==> config.mk <==
export PLATFORM = sky130hd
export DESIGN_NAME = ads_back
export DESIGN_NICKNAME = d
export VERILOG_FILES = /design/src/ads_pkg.sv /design/src/ads_back.sv
export SDC_FILE = /design/constraint.sdc
export NUM_CORES = 1
export LEC_CHECK = 0
export BUFFER_PORTS_ARGS = -buffer_cell sky130_fd_sc_hd__buf_2
export CAP_MARGIN = 30
export CORE_UTILIZATION = 44
export DETAILED_ROUTE_END_ITERATION = 12
export PLACE_DENSITY = 0.66
export SYNTH_ARGS = -nofsm -noshare
export SYNTH_HDL_FRONTEND = slang
export SYNTH_SLANG_ARGS = --single-unit
==> constraint.sdc <==
create_clock -name i_clk -period 13.9 [get_ports i_clk]
set_input_delay 0.695 -clock i_clk [delete_from_list [all_inputs] [get_ports i_clk]]
set_output_delay 0.695 -clock i_clk [all_outputs]
set_load 0.05 [all_outputs]
==> src/ads_pkg.sv <==
// Shared types and constants of the anti-aliased dot splatter.
// Used by every module of the block; depends on nothing else.
`default_nettype none

package ads_pkg;

    localparam int COORD_W   = 24;
    localparam int COLOR_W   = 16;
    localparam int PIX_W     = 12;
    localparam int INC_W     = 18;
    localparam int DIM_W     = 13;
    localparam int WEIGHT_W  = 16;
    // Signed width for coordinate and bound arithmetic; covers a 24-bit
    // coordinate and an image edge up to 65536.
    localparam int CALC_W    = 26;

    localparam int DEF_MAX_WIDTH       = 4096;
    localparam int DEF_MAX_HEIGHT      = 4096;
    localparam int DEF_COORD_FRAC_BITS = 8;

    localparam int QUEUE_DEPTH = 4;

    localparam int CFG_IDX_W  = 3;
    localparam int CFG_DATA_W = 16;

    localparam logic [CFG_IDX_W-1:0] CFG_IMAGE_WIDTH     = 3'd0;
    localparam logic [CFG_IDX_W-1:0] CFG_IMAGE_HEIGHT    = 3'd1;
    localparam logic [CFG_IDX_W-1:0] CFG_ANTIALIAS       = 3'd2;
    localparam logic [CFG_IDX_W-1:0] CFG_STRAIGHT_WEIGHT = 3'd3;
    localparam logic [CFG_IDX_W-1:0] CFG_DIAGONAL_WEIGHT = 3'd4;

    localparam logic [DIM_W-1:0] RST_IMAGE_DIM = 13'd4096;

    typedef struct packed {
        logic signed [COORD_W-1:0] dot_x;
        logic signed [COORD_W-1:0] dot_y;
        logic [COLOR_W-1:0]        color;
    } t_dot;

    typedef struct packed {
        logic [PIX_W-1:0] pixel_x;
        logic [PIX_W-1:0] pixel_y;
        logic [INC_W-1:0] increment;
        logic             last;
    } t_pix;

    typedef struct packed {
        logic [DIM_W-1:0]    image_width;
        logic [DIM_W-1:0]    image_height;
        logic                antialias;
        logic [WEIGHT_W-1:0] straight_weight;
        logic [WEIGHT_W-1:0] diagonal_weight;
    } t_cfg;

    // One classified dot: where its writes go, which groups of writes it has,
    // and every share and spread term the writes are summed from.
    typedef struct packed {
        logic                aa;
        logic                emit_main;
        logic                emit_spread;
        logic [PIX_W-1:0]    x;
        logic [PIX_W-1:0]    y;
        logic [COLOR_W-1:0]  sh_a;
        logic [COLOR_W-1:0]  sh_b;
        logic [COLOR_W-1:0]  sh_c;
        logic [COLOR_W-1:0]  sh_d;
        logic [COLOR_W-1:0]  s_a;
        logic [COLOR_W-1:0]  s_b;
        logic [COLOR_W-1:0]  s_c;
        logic [COLOR_W-1:0]  s_d;
        logic [COLOR_W-1:0]  t_a;
        logic [COLOR_W-1:0]  t_b;
        logic [COLOR_W-1:0]  t_c;
        logic [COLOR_W-1:0]  t_d;
    } t_job;

endpackage

`default_nettype wire

==> src/ads_back.sv <==
// Back end of the dot splatter: walks through the writes of one queued dot,
// one write per cycle while the output is not stalled, into a registered output.
// Depends on ads_pkg.
`default_nettype none

module ads_back (
    input  wire            i_clk,
    input  wire            i_rst_n,
    input  wire            i_job_valid,
    output logic           o_job_ready,
    input  ads_pkg::t_job  i_job,
    output logic           o_pix_valid,
    input  wire            i_pix_ready,
    output ads_pkg::t_pix  o_pix
);

    localparam int PW = ads_pkg::PIX_W;
    localparam int CN = ads_pkg::COLOR_W;
    localparam int IW = ads_pkg::INC_W;

    localparam logic PH_MAIN   = 1'b0;
    localparam logic PH_SPREAD = 1'b1;

    localparam logic [PW-1:0] OFS_M1 = {PW{1'b1}};
    localparam logic [PW-1:0] OFS_0  = '0;
    localparam logic [PW-1:0] OFS_P1 = PW'(1);

    logic          r_busy, r_phase;
    logic [3:0]    r_idx;
    ads_pkg::t_job r_job;
    logic          r_out_valid;
    ads_pkg::t_pix r_out;

    logic          gen, is_last, end_main, pop;
    logic [PW-1:0] dx, dy;
    logic [CN-1:0] t1, t2, t3;
    ads_pkg::t_pix nxt;

    always_comb begin
        dx = OFS_0;
        dy = OFS_0;
        t1 = '0;
        t2 = '0;
        t3 = '0;
        if (r_phase == PH_MAIN) begin
            if (r_job.aa) begin
                dx = PW'(r_idx[0]);
                dy = PW'(r_idx[1]);
                case (r_idx[1:0])
                    2'd0:    t1 = r_job.sh_a;
                    2'd1:    t1 = r_job.sh_b;
                    2'd2:    t1 = r_job.sh_c;
                    default: t1 = r_job.sh_d;
                endcase
            end else begin
                t1 = r_job.sh_a;
            end
        end else if (r_job.aa) begin
            // 4x4 block from one pixel up and left of the dot, row by row.
            dx = PW'(r_idx[1:0]) - OFS_P1;
            dy = PW'(r_idx[3:2]) - OFS_P1;
            case (r_idx)
                4'd0:  t1 = r_job.s_a;
                4'd1:  begin t1 = r_job.t_a; t2 = r_job.s_b; end
                4'd2:  begin t1 = r_job.t_b; t2 = r_job.s_a; end
                4'd3:  t1 = r_job.s_b;
                4'd4:  begin t1 = r_job.t_a; t2 = r_job.s_c; end
                4'd5:  begin t1 = r_job.s_d; t2 = r_job.t_b; t3 = r_job.t_c; end
                4'd6:  begin t1 = r_job.s_c; t2 = r_job.t_a; t3 = r_job.t_d; end
                4'd7:  begin t1 = r_job.t_b; t2 = r_job.s_d; end
                4'd8:  begin t1 = r_job.t_c; t2 = r_job.s_a; end
                4'd9:  begin t1 = r_job.s_b; t2 = r_job.t_a; t3 = r_job.t_d; end
                4'd10: begin t1 = r_job.s_a; t2 = r_job.t_b; t3 = r_job.t_c; end
                4'd11: begin t1 = r_job.t_d; t2 = r_job.s_b; end
                4'd12: t1 = r_job.s_c;
                4'd13: begin t1 = r_job.t_c; t2 = r_job.s_d; end
                4'd14: begin t1 = r_job.t_d; t2 = r_job.s_c; end
                default: t1 = r_job.s_d;
            endcase
        end else begin
            // Eight neighbours of the rounded pixel, centre skipped.
            case (r_idx[2:0])
                3'd0:    begin dx = OFS_M1; dy = OFS_M1; t1 = r_job.s_a; end
                3'd1:    begin dx = OFS_0;  dy = OFS_M1; t1 = r_job.t_a; end
                3'd2:    begin dx = OFS_P1; dy = OFS_M1; t1 = r_job.s_a; end
                3'd3:    begin dx = OFS_M1; dy = OFS_0;  t1 = r_job.t_a; end
                3'd4:    begin dx = OFS_P1; dy = OFS_0;  t1 = r_job.t_a; end
                3'd5:    begin dx = OFS_M1; dy = OFS_P1; t1 = r_job.s_a; end
                3'd6:    begin dx = OFS_0;  dy = OFS_P1; t1 = r_job.t_a; end
                default: begin dx = OFS_P1; dy = OFS_P1; t1 = r_job.s_a; end
            endcase
        end
    end

    always_comb begin
        end_main = r_job.aa ? (r_idx == 4'd3) : 1'b1;
        if (r_phase == PH_MAIN) begin
            is_last = end_main && !r_job.emit_spread;
        end else begin
            is_last = r_job.aa ? (r_idx == 4'd15) : (r_idx == 4'd7);
        end
        nxt.pixel_x   = r_job.x + dx;
        nxt.pixel_y   = r_job.y + dy;
        nxt.increment = IW'(t1) + IW'(t2) + IW'(t3);
        nxt.last      = is_last;
    end

    assign gen         = r_busy && (!r_out_valid || i_pix_ready);
    assign o_job_ready = !r_busy || (gen && is_last);
    assign pop         = i_job_valid && o_job_ready;

    always_ff @(posedge i_clk) begin
        if (!i_rst_n) begin
            r_busy  <= 1'b0;
            r_phase <= PH_MAIN;
            r_idx   <= '0;
        end else if (pop) begin
            r_busy  <= 1'b1;
            r_phase <= i_job.emit_main ? PH_MAIN : PH_SPREAD;
            r_idx   <= '0;
        end else if (gen) begin
            if (is_last) begin
                r_busy <= 1'b0;
            end else if (r_phase == PH_MAIN && end_main) begin
                r_phase <= PH_SPREAD;
                r_idx   <= '0;
            end else begin
                r_idx <= r_idx + 4'd1;
            end
        end
    end

    always_ff @(posedge i_clk) begin
        if (pop) begin
            r_job <= i_job;
        end
    end

    always_ff @(posedge i_clk) begin
        if (!i_rst_n) begin
            r_out_valid <= 1'b0;
        end else if (gen) begin
            r_out_valid <= 1'b1;
        end else if (i_pix_ready) begin
            r_out_valid <= 1'b0;
        end
    end

    always_ff @(posedge i_clk) begin
        if (gen) begin
            r_out <= nxt;
        end
    end

    assign o_pix_valid = r_out_valid;
    assign o_pix       = r_out;

    a_main_has_writes: assert property (@(posedge i_clk) disable iff (!i_rst_n)
        (r_busy && r_phase == PH_MAIN) |-> r_job.emit_main)
        else $error("main writes walked for a dot without them");

    a_spread_has_writes: assert property (@(posedge i_clk) disable iff (!i_rst_n)
        (r_busy && r_phase == PH_SPREAD) |-> r_job.emit_spread)
        else $error("spread writes walked for a dot without them");

    a_main_index: assert property (@(posedge i_clk) disable iff (!i_rst_n)
        (r_busy && r_phase == PH_MAIN) |-> (r_job.aa ? (r_idx < 4'd4) : (r_idx == 4'd0)))
        else $error("main write index out of range");

    a_rounded_spread_index: assert property (@(posedge i_clk) disable iff (!i_rst_n)
        (r_busy && r_phase == PH_SPREAD && !r_job.aa) |-> (r_idx < 4'd8))
        else $error("rounded-mode spread index out of range");

endmodule

`default_nettype wire

==> results.tsv <==
metric	value	unit
DRT antenna net count	0	
R2R cell count	17	
critical path class	flip-flop to flip-flop	
initial core utilization	44.7	%
overall routing resource usage	23.7	%
WL/cell	22.0	µm
Period Utilization, post-route	40.5	%
clk root buf	clkbuf_16	
clock-pin slew on the worst setup and hold paths	60	ps
chip width	176	µm
largest net degree at the start of global routing	72	
register bit total from synthesis	268	
Seq/Total Area, Yosys	60.0	%
Final Skew	11.4	ps
Hold Slack	312	ps
outcome	finished clean	
Critical Path Start	r_idx[1]	
MaxCap Viol Count	0	
Max VDD drop	0.0000920	V
count of pins over their slew limit	0	
global-route wire length before repair	55000	µm
HPWL Detailed	26600	µm
most common cell after layout, fill and taps aside	buf_2	
CP Capture Type	flip-flop	
Period minus WS final	5620	ps
endpoints failing hold	0	
layout cells sized above 1	25.9	%
total leakage power	6.37	nW
initial antenna violation count	0	
DR iter-0 viols	1020	
Crit Path Max Fanout	43	
via count	9830	
final WL	37100	µm
syn avg cell area	13.0	µm²
PwrDens	127	mW/mm²
vias per inst	5.83	
total CTS buffers	27	
ANT cells	0	
Cells after Synth	1021	
FMAX	178	MHz
Synth Flop Type	edfxtp_1	
Fin Setup TNS	0	ps
Worst EP arrival	5930	ps
Mapped Area	0.0133	mm²
placement row count	63	
worst hold path type	primary input to flip-flop	
slack of the worst reg-to-reg path	8280	ps
worst skew pair latency	550	ps
Synth-to-Final Area Change	19.8	%
port bufs	267	
commonest non-fill, non-tap cells in the layout	buf_2, edfxtp_1, nand2_1	
FFs w/ async S/R, synth	0	%
CP endpoint	o_pix[18]	
r2r endpoint	o_pix[18]	
unrepaired setup endpoints after global routing	false	
Post-synth EDFFs	261	
DP Area	0.0150	mm²
Reg2Reg Launch Point	r_idx[1]	
TritonCTS clock tree	done	
synth unique cells	62	
drt drc	0	
gpl congestion	0.950	
worst path required time	14200	ps
CTS resizes	0	
vias in the first global route	9443	
Max clock buf depth	3	
Slew HR	27.4	%
Hold Buf Count CTS	0	
Worst Setup Start Kind	flip-flop	
clock sinks	268	
final setup vio count	0	
Die Y	176	µm
Synth Warn #	0	
Max H-tree Level	1	
DRT Pass-1 Iters	5	
core box area	0.0297	mm²
fin area	0.0159	mm²
Post-CTS Setup Bufs	0	
syn nets	1310	
GR Overflow Total	0	
final net count	1567	
number of I/O pins	268	
die area	0.0309	mm²
worst-margin pin slew	1090	ps
==> state kept, by name, indices dropped and copies added, names as in the netlist <==
| signal | count |
|---|---|
| r_idx | 4 |
| o_pix_valid | 1 |
| r_busy | 1 |
| o_pix | 43 |
| r_job | 218 |
| r_phase | 1 |
==> cells by family (layout without fill, tap and decap cells) <==
| family | Yosys count | after routing | share of synthesized area [%] |
|---|---|---|---|
| compound gates | 323 | 323 | 18.3 |
| xor+xnor | 31 | 31 | 2.04 |
| fa+ha+maj | 66 | 66 | 7.29 |
| buf+inv | 96 | 371 | 3.30 |
| flops | 268 | 268 | 60.0 |
| mux | 17 | 17 | 1.28 |
| simple gates | 220 | 220 | 7.79 |
==> cell type report <==
class,count,area (µm²)
Clock inverter,13,213
Clock buffer,34,722
Fill cell,2513,13800
Multi-Input combinational cell,657,4880
Sequential cell,268,7980
Inverter,43,161
Timing Repair Buffer,281,1480
Tap cell,390,488
==> layer usage <==
layer | track usage (%) | share of wire [%]
met1 | 31.9 | 42
met2 | 37.7 | 45
met3 | 4.18 | 8.1
met4 | 10.1 | 4.6
met5 | 0 | 0
==> power breakdown <==
group | switching, mW | internal [mW] | total [mW]
Combinational | 0.178 | 0.0986 | 0.276
Clock | 0.300 | 0.461 | 0.761
Sequential | 0.0318 | 0.960 | 0.992
Total | 0.509 | 1.52 | 2.03
==> per-stage QoR <==
step / utilization (%) / total power, mW / setup slack, ps / std cells
2_1_floorplan: - / 1.19 / 1930 / 1021
3_3_place_gp: 50.2 / 1.28 / 8380 / 1636
3_5_place_dp: 50.5 / 1.28 / 8390 / 1639
4_1_cts: 53.6 / 2.04 / 8370 / 1686
5_1_grt: 53.6 / 2.10 / 7860 / 1686
6_report: 53.6 / 2.03 / 8280 / 1686
==> critical path: stages (launching register included) <==
cell      delay, ps
dfxtp_1         480
ha_2            880
a22o_1          820
a22o_1          260
a221oi_1         50
nand3_1         120
a21oi_1          50
a221o_1         310
fa_1            540
inv_1            40
ha_1            220
fa_1            430
a211oi_1        220
nor2_1          120
o31ai_1         350
a21o_1          180
o21ai_0         110
o21a_1          200
==> worst min path at each step <==
stage	from	slack, ps	end	cells after the start
detailed placement	r_busy	490	o_pix_valid	2
floorplan	r_busy	460	o_pix_valid	2
global placement	r_busy	480	o_pix_valid	2
finish	i_job[73]	310	r_job[73]	1
CTS	i_job[44]	300	r_job[44]	1
global route	i_job[28]	290	r_job[28]	1
==> cell usage after synthesis (all sizes together), types with 2 or more instances <==
library cell,number,share of area [%]
and2,2,0.094
nand2,87,2.5
o31ai,3,0.17
a221oi,22,1.5
o2111ai,3,0.20
nand4,3,0.14
a22o,55,3.6
a21oi,57,2.1
a22oi,70,4.0
ha,47,4.4
nand3,37,1.4
mux2i,17,1.3
a21boi,4,0.25
o21a,6,0.34
a21o,10,0.56
a221o,26,2.0
inv,43,1.2
xor2,13,0.86
xnor2,18,1.2
a211oi,5,0.28
o311ai,2,0.13
nand2b,22,1.0
a31oi,25,1.2
nor2b,10,0.47
o311a,3,0.23
o21ai,18,0.76
o21bai,3,0.17
clkbuf,20,0.56
edfxtp,261,59
or2,3,0.14
o211ai,2,0.11
buf,33,1.5
nor3,17,0.72
fa,19,2.9
dfxtp,7,1.1
nor2,34,1.0
(Power assumes the default switching activity.)
